[src/rtl/scanf_format_destination_sizer_assert.svh]
// ----------------------------------------------------------------------------
// Assertion macros for the scanf format destination sizer
// Shared concurrent assertion forms, clocked on i_clk and disabled in reset.
// ----------------------------------------------------------------------------
`ifndef SCANF_FORMAT_DESTINATION_SIZER_ASSERT_SVH
`define SCANF_FORMAT_DESTINATION_SIZER_ASSERT_SVH

// Same-cycle implication.
`define SFDS_ASSERT_NOW(label, ante, cons) \
    label: assert property (@(posedge i_clk) disable iff (!i_rst_n) (ante) |-> (cons)) \
        else $error("sfds assertion failed");

// Next-cycle implication.
`define SFDS_ASSERT_NEXT(label, ante, cons) \
    label: assert property (@(posedge i_clk) disable iff (!i_rst_n) (ante) |=> (cons)) \
        else $error("sfds assertion failed");

`endif

[src/rtl/sfds_pkg.sv]
// ----------------------------------------------------------------------------
// sfds_pkg
// Status codes, register indexes, reset values, character codes and character
// classes of the scanf format destination sizer.
// ----------------------------------------------------------------------------
package sfds_pkg;

    typedef enum logic [1:0] {
        ST_FOUND     = 2'd0,
        ST_NOT_FOUND = 2'd1,
        ST_ERROR     = 2'd2
    } t_status;

    localparam logic [7:0] REG_TARGET_ARG    = 8'd0;
    localparam logic [7:0] REG_POINTER_BYTES = 8'd1;

    localparam logic [7:0] RST_TARGET_ARG    = 8'd1;
    localparam logic [4:0] RST_POINTER_BYTES = 5'd8;

    localparam logic [7:0] CH_PERCENT = 8'h25;
    localparam logic [7:0] CH_STAR    = 8'h2A;
    localparam logic [7:0] CH_ZERO    = 8'h30;
    localparam logic [7:0] CH_NINE    = 8'h39;
    localparam logic [7:0] CH_LBRACK  = 8'h5B;
    localparam logic [7:0] CH_RBRACK  = 8'h5D;
    localparam logic [7:0] CH_CARET   = 8'h5E;
    localparam logic [7:0] CH_BIG_L   = 8'h4C;
    localparam logic [7:0] CH_H       = 8'h68;
    localparam logic [7:0] CH_J       = 8'h6A;
    localparam logic [7:0] CH_L       = 8'h6C;
    localparam logic [7:0] CH_T       = 8'h74;
    localparam logic [7:0] CH_Z       = 8'h7A;
    localparam logic [7:0] CH_P       = 8'h70;
    localparam logic [7:0] CH_C       = 8'h63;
    localparam logic [7:0] CH_S       = 8'h73;

    // Integer conversions: d i o u x X n.
    function automatic logic is_int_conv(input logic [7:0] c);
        return (c == 8'h64) || (c == 8'h69) || (c == 8'h6F) || (c == 8'h75) ||
               (c == 8'h78) || (c == 8'h58) || (c == 8'h6E);
    endfunction

    // Floating conversions: a A e E f F g G.
    function automatic logic is_float_conv(input logic [7:0] c);
        return (c == 8'h61) || (c == 8'h41) || (c == 8'h65) || (c == 8'h45) ||
               (c == 8'h66) || (c == 8'h46) || (c == 8'h67) || (c == 8'h47);
    endfunction

endpackage

[src/rtl/scanf_format_destination_sizer.sv]
// ----------------------------------------------------------------------------
// scanf_format_destination_sizer
// Parses a scanf format string one byte per transaction and reports the byte
// size of one chosen destination argument.
// ----------------------------------------------------------------------------
// The block takes one format byte per clock cycle on the slave stream, with
// tlast on the final byte of the string, and answers at most once per string
// on the master stream: tuser carries the status (found, not present, or
// malformed) and tdata the destination size in bytes, zero unless found. A
// byte is parsed in the cycle it is accepted, and its answer, if it decides
// one, sits in the output register from the next cycle on. The input is ready
// whenever that register is empty or being taken in the same cycle, so a
// steady stream moves at one byte per cycle; the longest path is the 64-bit
// multiply-by-ten and add of the field width accumulator with its overflow
// check. Once a string is answered, its remaining bytes are accepted and
// dropped up to tlast, and the byte after tlast starts a fresh string. The
// destination number and the pointer size are written on the configuration
// channel, which is always ready; writes should only be made while no string
// is in flight and no answer is pending.
// ----------------------------------------------------------------------------
`include "scanf_format_destination_sizer_assert.svh"

module scanf_format_destination_sizer (
    input  logic        i_clk,
    input  logic        i_rst_n,
    // Format byte stream.
    input  logic        i_s_tvalid,
    output logic        o_s_tready,
    input  logic [7:0]  i_s_tdata,   // [7:0] format_char
    input  logic        i_s_tlast,   // is_last
    // Answer stream.
    output logic        o_m_tvalid,
    input  logic        i_m_tready,
    output logic [63:0] o_m_tdata,   // [63:0] dest_size
    output logic [1:0]  o_m_tuser,   // [1:0] status
    // Configuration writes.
    input  logic        i_cfg_valid,
    output logic        o_cfg_ready,
    input  logic [7:0]  i_cfg_index,
    input  logic [7:0]  i_cfg_data
);

    // Parser phase, one per point in a conversion specification.
    typedef enum logic [3:0] {
        PH_LIT, PH_PCT, PH_WIDTH, PH_LEN, PH_H1, PH_L1,
        PH_CONV, PH_SET0, PH_SET1, PH_SETBODY
    } t_phase;

    // Length modifier seen in the current specification.
    typedef enum logic [3:0] {
        LK_NONE, LK_HH, LK_H, LK_L, LK_LL, LK_J, LK_Z, LK_T, LK_BIGL
    } t_len;

    logic [7:0]  r_target;
    logic [4:0]  r_ptr_bytes;

    t_phase      r_phase, n_phase;
    logic        r_sup, n_sup;
    logic [63:0] r_width, n_width;
    t_len        r_len, n_len;
    logic [7:0]  r_cnt, n_cnt;
    logic        r_ans, n_ans;

    logic              r_out_valid;
    sfds_pkg::t_status r_out_status;
    logic [63:0]       r_out_size;

    logic              n_emit;
    sfds_pkg::t_status n_status;
    logic [63:0]       n_size;

    logic        w_in_acc;
    logic [7:0]  w_c;

    assign w_c         = i_s_tdata;
    assign o_s_tready  = !r_out_valid || i_m_tready;
    assign w_in_acc    = i_s_tvalid && o_s_tready;
    assign o_cfg_ready = 1'b1;
    assign o_m_tvalid  = r_out_valid;
    assign o_m_tdata   = r_out_size;
    assign o_m_tuser   = r_out_status;

    // One byte can fall through several phases, so the phases are written as
    // a chain of tests on a working phase; 'handled' ends the chain.
    always_comb begin
        logic        handled;
        logic        fin;
        logic [7:0]  conv;
        logic [67:0] prod;
        logic [63:0] size;
        logic        is_str;
        logic        bad;

        n_phase  = r_phase;
        n_sup    = r_sup;
        n_width  = r_width;
        n_len    = r_len;
        n_cnt    = r_cnt;
        n_ans    = r_ans;
        n_emit   = 1'b0;
        n_status = sfds_pkg::ST_FOUND;
        n_size   = 64'd0;
        handled  = 1'b0;
        fin      = 1'b0;
        conv     = w_c;
        prod     = 68'd0;
        size     = 64'd0;
        is_str   = 1'b0;
        bad      = 1'b0;

        if (!r_ans) begin
            if (n_phase == PH_LIT) begin
                if (w_c == sfds_pkg::CH_PERCENT) begin
                    n_phase = PH_PCT;
                end
                handled = 1'b1;
            end
            if (!handled && n_phase == PH_PCT) begin
                n_sup   = 1'b0;
                n_width = 64'd0;
                n_len   = LK_NONE;
                if (w_c == sfds_pkg::CH_PERCENT) begin
                    n_phase = PH_LIT;
                    handled = 1'b1;
                end else begin
                    n_phase = PH_WIDTH;
                    if (w_c == sfds_pkg::CH_STAR) begin
                        n_sup   = 1'b1;
                        handled = 1'b1;
                    end
                end
            end
            if (!handled && n_phase == PH_WIDTH) begin
                if (w_c >= sfds_pkg::CH_ZERO && w_c <= sfds_pkg::CH_NINE) begin
                    // width * 10 + digit as two shifts and two adds.
                    prod = ({4'd0, n_width} << 3) + ({4'd0, n_width} << 1)
                         + {64'd0, w_c[3:0]};
                    if (prod[67:64] != 4'd0) begin
                        n_ans    = 1'b1;
                        n_emit   = 1'b1;
                        n_status = sfds_pkg::ST_ERROR;
                    end else begin
                        n_width = prod[63:0];
                    end
                    handled = 1'b1;
                end else begin
                    n_phase = PH_LEN;
                end
            end
            if (!handled && n_phase == PH_LEN) begin
                handled = 1'b1;
                if (w_c == sfds_pkg::CH_H) begin
                    n_len = LK_H; n_phase = PH_H1;
                end else if (w_c == sfds_pkg::CH_L) begin
                    n_len = LK_L; n_phase = PH_L1;
                end else if (w_c == sfds_pkg::CH_J) begin
                    n_len = LK_J; n_phase = PH_CONV;
                end else if (w_c == sfds_pkg::CH_Z) begin
                    n_len = LK_Z; n_phase = PH_CONV;
                end else if (w_c == sfds_pkg::CH_T) begin
                    n_len = LK_T; n_phase = PH_CONV;
                end else if (w_c == sfds_pkg::CH_BIG_L) begin
                    n_len = LK_BIGL; n_phase = PH_CONV;
                end else begin
                    handled = 1'b0; n_phase = PH_CONV;
                end
            end
            if (!handled && (n_phase == PH_H1 || n_phase == PH_L1)) begin
                if (n_phase == PH_H1 && w_c == sfds_pkg::CH_H) begin
                    n_len   = LK_HH;
                    handled = 1'b1;
                end else if (n_phase == PH_L1 && w_c == sfds_pkg::CH_L) begin
                    n_len   = LK_LL;
                    handled = 1'b1;
                end
                n_phase = PH_CONV;
            end
            if (!handled && n_phase == PH_CONV) begin
                if (w_c == sfds_pkg::CH_LBRACK) begin
                    n_phase = PH_SET0;
                end else begin
                    fin = 1'b1;
                end
                handled = 1'b1;
            end
            if (!handled && n_phase == PH_SET0) begin
                if (w_c == sfds_pkg::CH_CARET) begin
                    n_phase = PH_SET1;
                    handled = 1'b1;
                end else begin
                    if (w_c == sfds_pkg::CH_RBRACK) begin
                        handled = 1'b1;
                    end
                    n_phase = PH_SETBODY;
                end
            end
            if (!handled && n_phase == PH_SET1) begin
                n_phase = PH_SETBODY;
                if (w_c == sfds_pkg::CH_RBRACK) begin
                    handled = 1'b1;
                end
            end
            if (!handled && n_phase == PH_SETBODY) begin
                if (w_c == sfds_pkg::CH_RBRACK) begin
                    fin  = 1'b1;
                    conv = sfds_pkg::CH_LBRACK;
                end
                handled = 1'b1;
            end
            if (!handled) begin
                n_phase = PH_LIT;
            end

            // End of one conversion specification.
            if (fin) begin
                n_phase = PH_LIT;
                if (!n_sup) begin
                    if (sfds_pkg::is_int_conv(conv)) begin
                        unique case (n_len)
                            LK_HH:   size = 64'd1;
                            LK_H:    size = 64'd2;
                            LK_NONE: size = 64'd4;
                            LK_BIGL: bad  = 1'b1;
                            default: size = 64'd8;
                        endcase
                    end else if (sfds_pkg::is_float_conv(conv)) begin
                        size = (n_len == LK_BIGL) ? 64'd16 :
                               (n_len == LK_L)    ? 64'd8  : 64'd4;
                    end else if (conv == sfds_pkg::CH_P) begin
                        size = {59'd0, r_ptr_bytes};
                    end else if (conv == sfds_pkg::CH_C) begin
                        size = (n_width != 64'd0) ? n_width : 64'd1;
                    end else if (conv == sfds_pkg::CH_S || conv == sfds_pkg::CH_LBRACK) begin
                        bad    = (n_width == 64'd0);
                        is_str = 1'b1;
                        size   = n_width + 64'd1;
                    end else begin
                        bad = 1'b1;
                    end

                    if (bad) begin
                        n_ans    = 1'b1;
                        n_emit   = 1'b1;
                        n_status = sfds_pkg::ST_ERROR;
                    end else if (n_cnt == r_target) begin
                        n_ans  = 1'b1;
                        n_emit = 1'b1;
                        // A string of the widest width has no size that fits.
                        if (is_str && n_width == {64{1'b1}}) begin
                            n_status = sfds_pkg::ST_ERROR;
                        end else begin
                            n_status = sfds_pkg::ST_FOUND;
                            n_size   = size;
                        end
                    end else if (n_cnt != 8'hFF) begin
                        n_cnt = n_cnt + 8'd1;
                    end
                end
            end

            // String ended without a decision.
            if (!n_ans && i_s_tlast) begin
                n_ans    = 1'b1;
                n_emit   = 1'b1;
                n_status = (n_phase == PH_LIT) ? sfds_pkg::ST_NOT_FOUND
                                               : sfds_pkg::ST_ERROR;
            end
        end

        if (i_s_tlast) begin
            n_phase = PH_LIT;
            n_sup   = 1'b0;
            n_width = 64'd0;
            n_len   = LK_NONE;
            n_cnt   = 8'd1;
            n_ans   = 1'b0;
        end
    end

    always_ff @(posedge i_clk) begin
        if (!i_rst_n) begin
            r_target    <= sfds_pkg::RST_TARGET_ARG;
            r_ptr_bytes <= sfds_pkg::RST_POINTER_BYTES;
            r_phase     <= PH_LIT;
            r_sup       <= 1'b0;
            r_width     <= 64'd0;
            r_len       <= LK_NONE;
            r_cnt       <= 8'd1;
            r_ans       <= 1'b0;
            r_out_valid <= 1'b0;
        end else begin
            if (i_cfg_valid) begin
                if (i_cfg_index == sfds_pkg::REG_TARGET_ARG) begin
                    r_target <= i_cfg_data;
                end else if (i_cfg_index == sfds_pkg::REG_POINTER_BYTES) begin
                    r_ptr_bytes <= i_cfg_data[4:0];
                end
            end
            if (w_in_acc) begin
                r_phase <= n_phase;
                r_sup   <= n_sup;
                r_width <= n_width;
                r_len   <= n_len;
                r_cnt   <= n_cnt;
                r_ans   <= n_ans;
            end
            if (w_in_acc && n_emit) begin
                r_out_valid <= 1'b1;
            end else if (i_m_tready) begin
                r_out_valid <= 1'b0;
            end
        end
    end

    // Answer payload, loaded with each new answer.
    always_ff @(posedge i_clk) begin
        if (w_in_acc && n_emit) begin
            r_out_status <= n_status;
            r_out_size   <= n_size;
        end
    end

    // A size is only reported with the found status.
    `SFDS_ASSERT_NOW(a_size_zero_unless_found,
        r_out_valid && r_out_status != sfds_pkg::ST_FOUND, r_out_size == 64'd0)

    // The byte after tlast starts a fresh string.
    `SFDS_ASSERT_NEXT(a_last_clears,
        w_in_acc && i_s_tlast, r_phase == PH_LIT && r_cnt == 8'd1 && !r_ans)

    // An answered string stays answered until its last byte.
    `SFDS_ASSERT_NEXT(a_answer_holds,
        w_in_acc && r_ans && !i_s_tlast, r_ans)

    // An answered string never produces a second answer.
    `SFDS_ASSERT_NOW(a_single_answer, w_in_acc && r_ans, !n_emit)

    // The status code is one of the three defined codes.
    `SFDS_ASSERT_NOW(a_status_code, r_out_valid,
        r_out_status == sfds_pkg::ST_FOUND || r_out_status == sfds_pkg::ST_NOT_FOUND ||
        r_out_status == sfds_pkg::ST_ERROR)

endmodule
[config.mk]
export PLATFORM = sky130hd
export DESIGN_NAME = scanf_format_destination_sizer
export DESIGN_NICKNAME = d
export VERILOG_FILES = /design/src/rtl/sfds_pkg.sv /design/src/rtl/scanf_format_destination_sizer.sv
export VERILOG_INCLUDE_DIRS = /design/src /design/src/rtl
export SDC_FILE = /design/constraint.sdc
export NUM_CORES = 1
export LEC_CHECK = 0
export ABC_AREA = 0
export CORE_UTILIZATION = 45
export CTS_CLUSTER_DIAMETER = 40
export DETAILED_ROUTE_END_ITERATION = 8
export DONT_BUFFER_PORTS = 1
export GPL_TIMING_DRIVEN = 0
export PLACE_DENSITY = 0.6
export REMOVE_ABC_BUFFERS = 1
export SYNTH_ARGS = -nofsm -noshare
export SYNTH_HDL_FRONTEND = slang
export SYNTH_SLANG_ARGS = --single-unit
export TNS_END_PERCENT = 1
[constraint.sdc]
create_clock -name i_clk -period 16.1 [get_ports i_clk]
set_input_delay 1.61 -clock i_clk [delete_from_list [all_inputs] [get_ports i_clk]]
set_output_delay 1.61 -clock i_clk [all_outputs]
set_load 0.1 [all_outputs]
Word level (Yosys, flattened, before mapping)
Cells that the tools add are included.
{"block": "word_totals", "regBits": 162, "word_cells": 281}
{"block": "classes", "addsub": 4, "magnitude_cmp": 2, "n_eq_ne": 51, "n_mux": 154, "bitwise_logic": 3, "n_reduce_logical": 56}
{"cell": "$mux W64", "count": 14}
{"cell": "$eq A8 B7 Y1 const B", "count": 28}
{"cell": "$mux W4", "count": 39}
{"cell": "$mux W8", "count": 10}
{"cell": "$mux W1", "count": 76}
{"cell": "$add A67 B65 Y68", "count": 1}
{"cell": "$add A68 B4 Y68", "count": 1}
{"cell": "$add A64 B1 Y64 const B", "count": 1}
{"cell": "$eq A64 B64 Y1 const B", "count": 1}
{"cell": "$logic_not A64 Y1", "count": 1}
{"cell": "$reduce_bool A64 Y1", "count": 1}
{"cell": "$mux W2", "count": 13}
{"cell": "$eq A4 B2 Y1 const B", "count": 4}
{"cell": "$eq A4 B3 Y1 const B", "count": 4}
{"cell": "$eq A8 B6 Y1 const B", "count": 2}
{"cell": "$logic_or A1 B1 Y1", "count": 16}
{"cell": "$pmux W4 S4", "count": 1}
{"cell": "$logic_and A1 B1 Y1", "count": 15}
{"cell": "$eq A4 B4 Y1 const B", "count": 3}
{"cell": "$logic_not A4 Y1", "count": 3}
{"cell": "$logic_not A1 Y1", "count": 10}
{"cell": "$add A8 B1 Y8 const B", "count": 1}
{"cell": "$eq A4 B1 Y1 const B", "count": 2}
{"cell": "$eq A8 B1 Y1 const B", "count": 1}
{"cell": "other kinds (14)", "count": 22}

Logic depth before layout (Yosys ltp)
{"block": "depth", "depth_word": 61, "depth_mapped": 42}

Worst setup path after synthesis
OpenSTA, ideal clock, no wires.
{"block": "synth_timing", "path_type": "register to register", "start": "register r_phase[3]", "end": "register r_out_size[0], in the netlist o_m_tdata[0] (enable)", "setup_ns": 0.531, "arrival_time_ns": 11.710, "t_required_ns": 15.569, "path_slack_ns": 3.858, "stages_incl_launch_ff": 39, "synth_period_minus_slack_ns": 12.242, "path_cell_list": "dfxtp_1 -> clkbuf_1 -> nor3_1 -> nand2_1 -> clkbuf_1 -> clkbuf_1 -> clkbuf_1 -> and2_1 -> fa_1 -> inv_1 -> fa_1 -> nand2b_1 -> a21oi_1 -> o21ai_1 -> o41a_1 -> o21ai_1 -> a31oi_1 -> xnor2_1 -> (+3 left out) -> clkbuf_1 -> and2_1 -> a21o_1 -> inv_1 -> ha_1 -> nand3_1 -> nor2_1 -> nand3_1 -> or4b_2 -> nor3b_1 -> nand4_1 -> nor4b_1 -> nand4_1 -> nor4_1 -> and3_1 -> o31a_1 -> o21ai_0 -> a31oi_1"}
{"block": "synth_via", "elab_chain_cells": 59, "elab_cells_between_ends": 158, "classes_between": "add/sub (2); eq/ne (29); mux (88); reduce/logical (39)"}
{"item": "start, declared", "line": "scanf_format_destination_sizer.sv:57", "text": "t_phase r_phase, n_phase;"}
{"item": "start signal, assigned", "line": "scanf_format_destination_sizer.sv:300", "text": "r_phase <= n_phase;"}
{"item": "$logic_not A4 Y1 or $mux W4 (tied branches)", "line": "scanf_format_destination_sizer.sv:112, scanf_format_destination_sizer.sv:113"}
{"item": "$mux W4 or $mux W1 (tied branches)", "line": "scanf_format_destination_sizer.sv:112", "text": "if (n_phase == PH_LIT) begin"}
{"item": "$mux W4 or $mux W1 (tied branches)", "line": "scanf_format_destination_sizer.sv:111", "text": "if (!r_ans) begin"}
{"item": "$eq A4 B1 Y1 (tied with other cells)", "line": "scanf_format_destination_sizer.sv:118", "text": "if (!handled && n_phase == PH_PCT) begin"}
{"item": "$logic_and A1 B1 Y1 or $mux W1 (tied branches)", "line": "scanf_format_destination_sizer.sv:118, scanf_format_destination_sizer.sv:122"}
{"item": "$mux W4 or $mux W1 (tied branches)", "line": "scanf_format_destination_sizer.sv:118"}
{"item": "$mux W4 or $mux W1 (tied branches)", "line": "scanf_format_destination_sizer.sv:111"}
{"item": "$eq A4 B2 Y1 or $logic_not A1 Y1 (tied branches)", "line": "scanf_format_destination_sizer.sv:133", "text": "if (!handled && n_phase == PH_WIDTH) begin"}
{"item": "(+43 left out)"}
{"item": "$mux W1", "line": "scanf_format_destination_sizer.sv:217", "text": "if (!n_sup) begin"}
{"item": "$mux W1 (*)", "line": "scanf_format_destination_sizer.sv:215", "text": "if (fin) begin"}
{"item": "$mux W1", "line": "scanf_format_destination_sizer.sv:111"}
{"item": "$logic_not A1 Y1", "line": "scanf_format_destination_sizer.sv:262", "text": "if (!n_ans && i_s_tlast) begin"}
{"item": "$logic_and A1 B1 Y1", "line": "scanf_format_destination_sizer.sv:262"}
{"item": "$mux W1 (*)", "line": "scanf_format_destination_sizer.sv:262"}
{"item": "$mux W1 (*)", "line": "scanf_format_destination_sizer.sv:111"}
{"item": "$logic_and A1 B1 Y1 (*)", "line": "scanf_format_destination_sizer.sv:317", "text": "if (w_in_acc && n_emit) begin"}
{"item": "end signal, assigned", "line": "scanf_format_destination_sizer.sv:319", "text": "r_out_size <= n_size;"}
{"item": "end, declared", "line": "scanf_format_destination_sizer.sv:66", "text": "logic [63:0] r_out_size;"}
Mark *: on every way between the ends. The rest lies on a longest branch, timed or not. The select of a mux whose other input is x is not followed.
A chain may end at the register's enable or synchronous reset.

Final worst setup path
{"block": "layout_timing", "start": "register r_phase[1]", "end": "register r_out_size[27], in the netlist o_m_tdata[27] (enable)"}
Same word-level chain as after synthesis.

==> impl_results.md <==
- Post_cts resized: 0
- PD cells: 54.1 nW/um^2
- Tot GR Track Use: 30.8%
- # Max-Cap Violations: 0
- Dpl cells: between 2k and 2.5k
- TNS Setup: 0 ps
- Worst path required time: 16260 ps
- Overall die height: 191 microns
- Hpwl dp: between 40 and 50 mm
- Register area share after synthesis: 24.4%
- Routed WL: approximately 56 mm
- Layout area overhead: 6.46%
- Critical-path top delay cell: or4_4
- Initial antenna violation count: 1
- Synth top area share: about 12%
- Largest area contributor in the netlist: edfxtp_1
- RSZ-0062 raised after global routing: no
- Routed length per placed instance: ~23 microns
- Multi-input logic area: around 11000 sq um
- Fill cells: 3491
- Syn Area/Cell: approximately 7.7 sq um
- Core ar.: roughly 35000 sq um
- Arrival time worst endpoint: 12270 ps
- Clk_lat worst skew: about 470 ps
- Reg area: 3900 sq um
- Power Total: between 0.0009 and 0.001 W
- Ant. Diodes: 0
- Clk_skew: 11.4 ps
- Die area: between 30000 and 40000 sq um
- Initial Util: between 40 and 50%
- Cell row count: just under 70
- DRC: 0
- Synth Register Bits: roughly 160
- Critical path class: flop to flop
- Max Clock Freq: 82.6 MHz
- H-tree Lvls: 4
- First-pass DRT Iterations: 6
- Vias in the first global route: between 10k and 15k
- Hold crit path type: flop to flop
- Pin count of the biggest net entering global routing: 90
- Root buffer cell: clkbuf_16
- ANT nets after route: 0
- GP Congestion: a little under 1
- DR iter-0 viols: between 1k and 1.5k
- CP top delay family: simple AND/OR/NAND/NOR gates
- Leak: about 6.6 nW
- Vias: about 16k
- CTS sink cnt: around 160
- Post-synth EDFFs: 66
- CP Launch Type: flop
- Final setup violating endpoints: 0
- Fin util: about half
- CTS clk-pin slew, worst paths: around 80 ps
- Peak VDD IR: around 0.00008 V
- Max clock buf depth: 2
- CP peak stage delay: around 930 ps
- Synth Cell Area: roughly 16000 sq um
- Gate Count Post-Synth: approximately 2.1k
- Status: completed
- TritonCTS clock tree: yes
- TritonCTS buffer count: 17
- Via density: approximately 6.3
- Post-CTS Setup Inserts: 0
- Nets: 2164
- Final Max Slew Viols: 0
- Chip Width: about 190 microns
- Fin. Hold Viols: 0
- Number of hold buffers added after cts: 0
- Post-synth top cells: 272 x nand2_1, 154 x nor2_1, 130 x ha_1
- Buffers on Ports: 0
- Share of cells above drive strength 1: under 10%
- Synth area leaders: edfxtp_1 12%, dfxtp_1 12%, ha_1 10%
- Io pins: 99
- Min Tclk post-route: around 12000 ps
- Grt total ovfl: 0
- Critical Path Sink Type: flop
- Post-synth cell types: 94
- Period Utilization, post-route: 75.2%
- First-pass GRT wire length: 86.6 mm
- Ys Warns: 0
- Max FO, Critical Path: between 80 and 90
- Most numerous cell in the Yosys netlist: nand2_1
- Max_slew headroom: slightly above 7%
- WP buf/inv: 2
- Slew at the pin closest to its max-slew limit: approximately 1400 ps
- Post-Layout Cell Count: 2470
- Synth Flop Type: dfxtp_1
- Share of async-settable or async-resettable flops after synthesis: 0%
==> report_power, final <==
part | internal [W] | total, W | switching [W]
combinational | 0.0000109 | 0.0000327 | 0.0000218
clock | 0.000214 | 0.000441 | 0.000226
sequential | 0.000428 | 0.000449 | 0.0000210
==> layout make-up <==
cell class | instances | area share (%)
well taps | 455 | 3.34
inverters | 50 | 1.10
clock inverters | 15 | 1.15
clock buffers | 17 | 2.50
flip-flops and latches | 162 | 22.9
repair buffers | 24 | 2.00
multi-input cells | 1747 | 67.0
==> kinds of logic after synthesis <==
kind of cell               Yosys count  share of synthesized area (%)
adders and majority gates          132                           10.4
buffers and inverters              184                           4.82
AOI/OAI and AO/OA                  561                           23.3
xor gates and xnor gates           109                           5.96
other                                1                         0.0234
DFF                                162                           24.4
muxes                               36                           2.31
and+or+nand+nor                    908                           28.8
==> per-stage QoR <==
step	hold slack, ps	setup WS [ps]	area (sq um)
2_1_floorplan	444	3070	15400
3_3_place_gp	463	-5420	16000
3_5_place_dp	470	4090	16400
4_1_cts	479	4040	17000
5_1_grt	513	3450	17000
6_report	479	3990	17000
==> metal layers <==
| layer | up-vias | global-route usage [%] | routed length, microns |
|---|---|---|---|
| li1 | 7531 | - | - |
| met1 | 7418 | 42.5 | 25900 |
| met2 | 527 | 49.7 | 25600 |
| met3 | 71 | 3.48 | 2920 |
| met4 | 0 | 10.0 | 1290 |
| met5 | - | 0 | 0 |
==> flip-flops by register name, summed over array words and instances, names as in the netlist, 2 cells and up <==
signal / cells
r_ptr_bytes: 5
r_width: 64
r_cnt: 8
o_m_tuser: 2
o_m_tdata: 64
r_len: 4
r_target: 8
r_phase: 4
==> tightest hold or removal path, delay by kind of cell (launching register included) <==
| kind | cells | cell delay, ps |
|---|---|---|
| flops | 1 | 310 |
| compound gates | 2 | 120 |
==> path summary, 6_finish.rpt <==
path                   endpoint  cells after the start  slack, ps  startpoint
hold reg to reg           r_sup                      2        480       r_sup
hold / removal            r_sup                      2        480       r_sup
setup / recovery  o_m_tdata[27]                     31       3990  r_phase[1]
setup reg to reg  o_m_tdata[27]                     31       3990  r_phase[1]
==> cells in the final DEF, fill, tap and decap left out, drive strengths merged, types with 74 or more instances in the layout <==
master,count
nor2,154
nand2,273
nor2b,82
and2,74
xnor2,81
ha,130
a21oi,122
a22oi,110
o21ai,135
dfxtp,96
nand3,77
Power figures use the tool's default switching activity.
